==> src/rtl/core/z80_branch_predecoder_assert.svh <==
// Assertion macros for the Z80 branch predecoder.
// Expects clk_i and rst_ni in the scope of the module that includes it.
`ifndef Z80_BRANCH_PREDECODER_ASSERT_SVH
`define Z80_BRANCH_PREDECODER_ASSERT_SVH

// same-cycle implication
`define Z80BP_ASSERT_NOW(lbl, ante, cons, msg) \
  lbl: assert property (@(posedge clk_i) disable iff (!rst_ni) (ante) |-> (cons)) \
    else $error(msg);

// next-cycle implication
`define Z80BP_ASSERT_NEXT(lbl, ante, cons, msg) \
  lbl: assert property (@(posedge clk_i) disable iff (!rst_ni) (ante) |=> (cons)) \
    else $error(msg);

`endif

==> src/rtl/core/z80bp_pkg.sv <==
// Package for the Z80 branch predecoder: opcode codes, masks and the
// decoded word type. No dependencies.
`timescale 1ns / 1ps
`default_nettype none

package z80bp_pkg;

  localparam int unsigned AddrW = 16;
  localparam int unsigned ByteW = 8;
  localparam int unsigned LenW  = 3;

  // opcodes
  localparam logic [7:0] OP_JP      = 8'hC3;
  localparam logic [7:0] OP_JR      = 8'h18;
  localparam logic [7:0] OP_RET     = 8'hC9;
  localparam logic [7:0] OP_JP_HL   = 8'hE9;
  localparam logic [7:0] OP_CALL    = 8'hCD;
  localparam logic [7:0] OP_DJNZ    = 8'h10;
  localparam logic [7:0] PFX_CB     = 8'hCB;
  localparam logic [7:0] PFX_ED     = 8'hED;
  localparam logic [7:0] PFX_DD     = 8'hDD;
  localparam logic [7:0] PFX_FD     = 8'hFD;
  localparam logic [7:0] ED_RETN    = 8'h45;
  localparam logic [7:0] ED_RETI    = 8'h4D;

  // second bytes after DD/FD that take a 16-bit or offset+immediate operand
  localparam logic [7:0] IX_LD_NN   = 8'h21;
  localparam logic [7:0] IX_ST_NN   = 8'h22;
  localparam logic [7:0] IX_LD_IND  = 8'h2A;
  localparam logic [7:0] IX_ST_N    = 8'h36;

  // match masks and values
  localparam logic [7:0] MSK_C7     = 8'hC7;
  localparam logic [7:0] MSK_E7     = 8'hE7;
  localparam logic [7:0] MSK_CF     = 8'hCF;
  localparam logic [7:0] MSK_C0     = 8'hC0;
  localparam logic [7:0] MSK_RST    = 8'h38;
  localparam logic [7:0] VAL_JP_CC  = 8'hC2;
  localparam logic [7:0] VAL_JR_CC  = 8'h20;
  localparam logic [7:0] VAL_CL_CC  = 8'hC4;
  localparam logic [7:0] VAL_RET_CC = 8'hC0;
  localparam logic [7:0] VAL_RST    = 8'hC7;
  localparam logic [7:0] VAL_ED_LD  = 8'h43;
  localparam logic [7:0] VAL_LD_N   = 8'h06;
  localparam logic [7:0] VAL_LD_NN  = 8'h01;
  localparam logic [7:0] VAL_ALU_N  = 8'hC6;
  localparam logic [7:0] VAL_IX_40  = 8'h40;
  localparam logic [7:0] VAL_IX_46  = 8'h46;

  localparam logic [LenW-1:0] LEN_1 = 3'd1;
  localparam logic [LenW-1:0] LEN_2 = 3'd2;
  localparam logic [LenW-1:0] LEN_3 = 3'd3;
  localparam logic [LenW-1:0] LEN_4 = 3'd4;

  typedef struct packed {
    logic [LenW-1:0]         length;
    logic                    uncond;
    logic                    cond;
    logic                    ret;
    logic                    call;
    logic                    tgt_ok;
    logic [AddrW-1:0]        target;
    logic signed [ByteW-1:0] rel;
  } decode_t;

endpackage

`default_nettype wire

==> src/rtl/core/z80bp_decode.sv <==
// Combinational Z80 predecode: length, flow flags and static target.
// Depends on z80bp_pkg.
`timescale 1ns / 1ps
`default_nettype none

module z80bp_decode (
  input  logic [z80bp_pkg::AddrW-1:0] addr_i,
  input  logic [z80bp_pkg::ByteW-1:0] op_i,
  input  logic [z80bp_pkg::ByteW-1:0] b1_i,
  input  logic [z80bp_pkg::ByteW-1:0] b2_i,
  output z80bp_pkg::decode_t          dec_o
);
  import z80bp_pkg::*;

  logic [AddrW-1:0] abs16;
  logic [AddrW-1:0] rel_tgt;

  assign abs16   = {b2_i, b1_i};
  assign rel_tgt = addr_i + AddrW'(2) + {{(AddrW-ByteW){b1_i[ByteW-1]}}, b1_i};

  always_comb begin
    dec_o = '0;
    dec_o.length = LEN_1;
    if (op_i == OP_JP) begin
      dec_o.length = LEN_3; dec_o.uncond = 1'b1; dec_o.tgt_ok = 1'b1;
      dec_o.target = abs16;
    end else if (op_i == OP_JR) begin
      dec_o.length = LEN_2; dec_o.uncond = 1'b1; dec_o.tgt_ok = 1'b1;
      dec_o.target = rel_tgt; dec_o.rel = b1_i;
    end else if (op_i == OP_RET) begin
      dec_o.uncond = 1'b1; dec_o.ret = 1'b1;
    end else if (op_i == OP_JP_HL) begin
      dec_o.uncond = 1'b1;
    end else if ((op_i & MSK_C7) == VAL_JP_CC) begin
      dec_o.length = LEN_3; dec_o.cond = 1'b1; dec_o.tgt_ok = 1'b1;
      dec_o.target = abs16;
    end else if ((op_i & MSK_E7) == VAL_JR_CC) begin
      dec_o.length = LEN_2; dec_o.cond = 1'b1; dec_o.tgt_ok = 1'b1;
      dec_o.target = rel_tgt; dec_o.rel = b1_i;
    end else if (op_i == OP_CALL) begin
      dec_o.length = LEN_3; dec_o.call = 1'b1; dec_o.tgt_ok = 1'b1;
      dec_o.target = abs16;
    end else if ((op_i & MSK_C7) == VAL_CL_CC) begin
      dec_o.length = LEN_3; dec_o.cond = 1'b1; dec_o.call = 1'b1;
      dec_o.tgt_ok = 1'b1; dec_o.target = abs16;
    end else if ((op_i & MSK_C7) == VAL_RET_CC) begin
      dec_o.cond = 1'b1; dec_o.ret = 1'b1;
    end else if ((op_i & MSK_C7) == VAL_RST) begin
      dec_o.call = 1'b1; dec_o.tgt_ok = 1'b1;
      dec_o.target = {{(AddrW-ByteW){1'b0}}, op_i & MSK_RST};
    end else if (op_i == OP_DJNZ) begin
      dec_o.length = LEN_2; dec_o.cond = 1'b1; dec_o.tgt_ok = 1'b1;
      dec_o.target = rel_tgt; dec_o.rel = b1_i;
    end else if (op_i == PFX_ED) begin
      if (b1_i inside {ED_RETN, ED_RETI}) begin
        dec_o.length = LEN_2; dec_o.uncond = 1'b1; dec_o.ret = 1'b1;
      end else begin
        dec_o.length = ((b1_i & MSK_C7) == VAL_ED_LD) ? LEN_4 : LEN_2;
      end
    end else if (op_i inside {PFX_DD, PFX_FD}) begin
      if (b1_i == OP_JP_HL) begin
        dec_o.length = LEN_2; dec_o.uncond = 1'b1;
      end else if (b1_i == PFX_CB) begin
        dec_o.length = LEN_4;
      end else if ((b1_i & MSK_C0) == VAL_IX_40 || (b1_i & MSK_C7) == VAL_IX_46) begin
        dec_o.length = LEN_3;
      end else if (b1_i inside {IX_LD_NN, IX_ST_NN, IX_LD_IND, IX_ST_N}) begin
        dec_o.length = LEN_4;
      end else begin
        dec_o.length = LEN_2;
      end
    end else if (op_i == PFX_CB) begin
      dec_o.length = LEN_2;
    end else if ((op_i & MSK_C7) == VAL_LD_N) begin
      dec_o.length = LEN_2;
    end else if ((op_i & MSK_CF) == VAL_LD_NN) begin
      dec_o.length = LEN_3;
    end else if ((op_i & MSK_C7) == VAL_ALU_N) begin
      dec_o.length = LEN_2;
    end
  end

endmodule

`default_nettype wire

==> src/rtl/core/z80_branch_predecoder.sv <==
// Z80 branch predecoder top level: input register, decode, result register.
// Depends on z80bp_pkg, z80bp_decode and z80_branch_predecoder_assert.svh.
//
//   channel | direction | handshake               | payload
//   in      | input     | in_valid_i / in_stall_o   | instr_address, opcode/second/third byte
//   out     | output    | out_valid_o / out_stall_i | length, flow flags, target, offset
//
// One word per cycle sustained while out_stall_i is low.
// Decode sits between the input register and the result register.
// Reset clears only the two valid flags.
// A stall on the output holds the result; the input stalls only when
// both registers are full and the output is stalled.
`timescale 1ns / 1ps
`default_nettype none

module z80_branch_predecoder (
  input  logic                          clk_i,
  input  logic                          rst_ni,
  input  logic                          in_valid_i,
  output logic                          in_stall_o,
  input  logic [z80bp_pkg::AddrW-1:0]   instr_address_i,
  input  logic [z80bp_pkg::ByteW-1:0]   opcode_byte_i,
  input  logic [z80bp_pkg::ByteW-1:0]   second_byte_i,
  input  logic [z80bp_pkg::ByteW-1:0]   third_byte_i,
  output logic                          out_valid_o,
  input  logic                          out_stall_i,
  output logic [z80bp_pkg::LenW-1:0]    instr_length_o,
  output logic                          uncond_jump_o,
  output logic                          conditional_o,
  output logic                          is_return_o,
  output logic                          is_call_o,
  output logic                          has_target_o,
  output logic [z80bp_pkg::AddrW-1:0]   branch_target_o,
  output logic signed [z80bp_pkg::ByteW-1:0] rel_offset_o
);
  import z80bp_pkg::*;

`include "z80_branch_predecoder_assert.svh"

  logic             s1_valid_q, s1_valid_d;
  logic [AddrW-1:0] addr_q;
  logic [ByteW-1:0] op_q, b1_q, b2_q;
  logic             out_valid_q, out_valid_d;
  decode_t          dec, res_q;
  logic             s1_ready, s2_ready;

  assign s2_ready   = !out_valid_q || !out_stall_i;
  assign s1_ready   = !s1_valid_q || s2_ready;
  assign in_stall_o = !s1_ready;

  assign s1_valid_d  = s1_ready ? in_valid_i : s1_valid_q;
  assign out_valid_d = s2_ready ? s1_valid_q : out_valid_q;

  always_ff @(posedge clk_i or negedge rst_ni) begin
    if (!rst_ni) begin
      s1_valid_q  <= 1'b0;
      out_valid_q <= 1'b0;
    end else begin
      s1_valid_q  <= s1_valid_d;
      out_valid_q <= out_valid_d;
    end
  end

  always_ff @(posedge clk_i) begin
    if (s1_ready && in_valid_i) begin
      addr_q <= instr_address_i;
      op_q   <= opcode_byte_i;
      b1_q   <= second_byte_i;
      b2_q   <= third_byte_i;
    end
  end

  z80bp_decode u_decode (
    .addr_i (addr_q),
    .op_i   (op_q),
    .b1_i   (b1_q),
    .b2_i   (b2_q),
    .dec_o  (dec)
  );

  always_ff @(posedge clk_i) begin
    if (s2_ready && s1_valid_q) begin
      res_q <= dec;
    end
  end

  assign out_valid_o     = out_valid_q;
  assign instr_length_o  = res_q.length;
  assign uncond_jump_o   = res_q.uncond;
  assign conditional_o   = res_q.cond;
  assign is_return_o     = res_q.ret;
  assign is_call_o       = res_q.call;
  assign has_target_o    = res_q.tgt_ok;
  assign branch_target_o = res_q.target;
  assign rel_offset_o    = res_q.rel;

  `Z80BP_ASSERT_NOW(a_tgt_zero, out_valid_o && !has_target_o, branch_target_o == '0, "target")
  `Z80BP_ASSERT_NOW(a_len, out_valid_o, instr_length_o >= LEN_1 && instr_length_o <= LEN_4, "len")
  `Z80BP_ASSERT_NOW(a_ret, out_valid_o && is_return_o, !has_target_o && !is_call_o, "ret flags")
  `Z80BP_ASSERT_NEXT(a_advance, s1_valid_q && s2_ready, out_valid_o, "decoded word lost")

endmodule

`default_nettype wire

==> config.mk <==
export PLATFORM = sky130hd
export DESIGN_NAME = z80_branch_predecoder
export DESIGN_NICKNAME = d
export VERILOG_FILES = /design/src/rtl/core/z80bp_pkg.sv /design/src/rtl/core/z80bp_decode.sv /design/src/rtl/core/z80_branch_predecoder.sv
export VERILOG_INCLUDE_DIRS = /design/src /design/src/rtl/core
export SDC_FILE = /design/constraint.sdc
export NUM_CORES = 1
export LEC_CHECK = 0
export BUFFER_PORTS_ARGS = -buffer_cell sky130_fd_sc_hd__buf_2
export CAP_MARGIN = 20
export CELL_PAD_IN_SITES_DETAIL_PLACEMENT = 0
export CELL_PAD_IN_SITES_GLOBAL_PLACEMENT = 1
export CORE_MARGIN = 1
export CORE_UTILIZATION = 35
export CTS_CLUSTER_DIAMETER = 150
export DETAILED_ROUTE_END_ITERATION = 7
export GPL_TIMING_DRIVEN = 0
export PLACE_DENSITY = 0.78
export SYNTH_ARGS = -nofsm -noshare
export SYNTH_HDL_FRONTEND = slang
export SYNTH_SLANG_ARGS = --single-unit
==> constraint.sdc <==
create_clock -name clk_i -period 3.8 [get_ports clk_i]
set_input_delay 0.19 -clock clk_i [delete_from_list [all_inputs] [get_ports clk_i]]
set_output_delay 0.19 -clock clk_i [all_outputs]
set_load 0.1 [all_outputs]
==> results.toml <==
[outcome]
outcome = "complete, no violations"

[job]
drv_cap = 0

[cells_and_area]
fin_nets = 462
regArea_um2 = 2212
multi_input_area_um2 = 1483
diodes = 0
fillers = 988
drive_gt1_share_pct = 26.21
area.growth.synth_to_final_pct = 21.02
final_cells = 529

[sta]
slew_headroom_pct = 39.66
hold_viol = 0
hold_ws_ps = 16.92
setup_violations = 0
tightest_slew_ps = 905.2
finalCriticalPeriod_ps = 2936
fin_crit_sh_pct = 77.26
fmax_mhz = 340.6
rsz0062_at_grt = "false"
fin_skew_ps = 10.49
finalWorstSetupSlack_ps = 864.1
finalMaxSlewViolations = 0

[synthesis]
synth.top_cell.area_share_pct = 57.49
synth_common_cells = "72 x edfxtp_1, 29 x ha_1, 20 x nand2_1"
syn_avg_cell_area_um2 = 12.75
synth.cell_area_um2 = 3761
synth_area_leader_cell = "edfxtp_1"
ys_warn_count = 0
synth-seq-area-share_pct = 58.82
yosys-top-cells-area = "edfxtp_1 57%, ha_1 9.6%, o21ai_0 2.4%"
ys_ff_latch = 74
synth_async_sr_flop_share_pct = 2.703
syn-num-nets = 369
synth_edf_count = 72
yosysMostFrequentCell = "edfxtp_1"
syn-instance-count = 295
ys.flop_type = "edfxtp_1"
synth.distinct_cells = 55

[grt]
grtUsageTotal_pct = 14.89
grt_max_degree = 41
grt_pass1_wl_mm = 12.72
grt_pass1_vias = 2633
grt_overflow = 0
antenna_found_initial = 0

[placed_design]
portBuffers = 77
dp_hpwl_mm = 5.741
dp.cells = 509
pre_cts_ws_ps = 830.9
place_congestion = 0.8261

[setup_path]
critPathLaunchType = "flop"
cp.arrival_ps = 3020
path_max_fanout = 4
critPathRequiredTime_ps = 3880
crit_type = "reg2reg"
end_kind = "flop"

[route]
drc_errors = 0
routed_wl_mm = 7.730
drt-initial-drc-count = 127
firstDrtPassIters = 4
dr_total_vias = 2663
avgViaCountPerCell = 5.034
ant_nets = 0
routedWlPerCell_um = 14.61

[floorplanning]
die_area_um2 = 11170
num_rows = 37
die_w_um = 105.7
start_util_pct = 36.27
die_h_um = 105.7
ios = 78
coreArea_um2 = 10370

[clocking]
cts_sinks = 74
insertion_delay_ps = 340
cts_buffers = 9
cts_tree = "yes"
clockBufferDepth = 2
cts-htree-levels = 3
clockRootBuffer = "clkbuf_8"
postCtsSetupBuffers = 0
path_clk_slew_ps = 80

[power_and_ir_drop]
pwr_density_cell_nw_per_um2 = 442.6
vdd_drop_max_uv = 148.8
p_leak_nw = 1.857

[min_path]
min_path_type = "in2reg"
state kept, by name, summed over array words and instances, names as in the netlist:
register	flops
rel_offset_o	8
is_return_o	1
addr_q	16
has_target_o	1
is_call_o	1
b2_q	8
instr_length_o	3
op_q	8
b1_q	8
conditional_o	1
uncond_jump_o	1
out_valid_o	1
branch_target_o	16
s1_valid_q	1
final timing paths:
check | slack (ps) | end | start | cells past startpoint
setup / recovery | 860 | branch_target_o[13] | b1_q[1] | 11
hold / removal | 20 | op_q[1] | opcode_byte_i[1] | 1
setup reg to reg | 860 | branch_target_o[13] | b1_q[1] | 11
hold reg to reg | 500 | out_valid_o | s1_valid_q | 1
max in group asynchronous | 3560 | s1_valid_q | rst_ni | 2
min in group asynchronous | 150 | out_valid_o | rst_ni | 2
timing repair:
action,in CTS,in global routing
hold endpoints to repair,3,2
hold buffers,2,2
resized for setup,0,0
layout by cell type (no fill, tap or decap), types with 2 or more instances in the layout:
master	netlist	routed
a21oi_1	12	12
nor2_1	14	14
edfxtp_1	72	72
or4_1	3	3
and2_1	11	10
nand4_1	3	3
nor4_1	2	2
clkbuf_1	3	5
a31oi_1	5	5
a211oi_1	4	4
nor3_1	7	7
xor2_1	8	8
o21ai_0	18	18
dlygate4sd3_1	0	4
nand2_1	20	20
xnor2_1	5	5
nand3_1	4	4
o31ai_1	3	3
nand2b_1	5	5
or3_1	3	3
clkinv_2	0	3
dfrtp_1	2	2
a21o_1	5	5
clkbuf_8	0	9
o211ai_1	2	2
ha_1	29	29
inv_1	10	10
o21a_1	7	7
a22o_1	4	4
buf_2	2	79
and3_1	5	5
per-stage QoR:
step / instance area, µm² / power, W / utilization, % / setup TNS [ps]
3_5_place_dp: 4349 / 0.001507 / 41.94 / 0
6_report: 4552 / 0.002015 / 43.89 / 0
2_1_floorplan: 3761 / 0.001395 / - / 0
5_1_grt: 4552 / 0.002111 / 43.89 / 0
3_3_place_gp: 4317 / 0.001497 / 41.63 / -11410
4_1_cts: 4532 / 0.002030 / 43.70 / 0
power breakdown:
part | leakage (nW) | internal [W] | switching [W] | total (W)
Clock | 0.0831 | 0.000235 | 0.000289 | 0.000524
Sequential | 0.725 | 0.000961 | 0.0000306 | 0.000991
Combinational | 1.05 | 0.000140 | 0.000359 | 0.000499
Total | 1.86 | 0.00134 | 0.000678 | 0.00201
layer usage:
layer | wire [µm] | global-route usage, % | part of all wire [%] | vias up
met5 | 0 | 0 | 0 | -
met4 | 64 | 5.655 | 0.83 | 0
met3 | 404 | 3.154 | 5.2 | 5
met2 | 3759 | 24.84 | 49 | 79
met1 | 3502 | 18.91 | 45 | 1244
li1 | - | - | - | 1335
cells by family after synthesis:
kind of cell	count (synthesis)	synth area share [%]
flip-flops	74	58.82
adder cells (fa/ha/maj)	30	10.18
AO/OA/AOI/OAI	75	13.61
XOR/XNOR	13	3.027
AND/OR/NAND/NOR	85	12.28
buffers and inverters	18	2.096
critical path: stages (launching register included):
cell      delay (ps)
edfxtp_1         410
inv_1            100
ha_1             280
inv_1             40
ha_1             230
fa_1             440
a211oi_1         350
o21a_1           220
nor2_1           100
a31oi_1          230
xor2_1           200
o21ai_0           90
cell type report:
type	instances	area share (%)
Sequential cell	74	48.60
Inverter	10	0.8246
Tap cell	136	3.738
Clock inverter	5	0.6872
Multi-Input combinational cell	203	32.57
Timing Repair Buffer	82	9.786
Clock buffer	11	2.886
Buffer	8	0.9071
No activity file was read; power rests on OpenSTA's default activity.
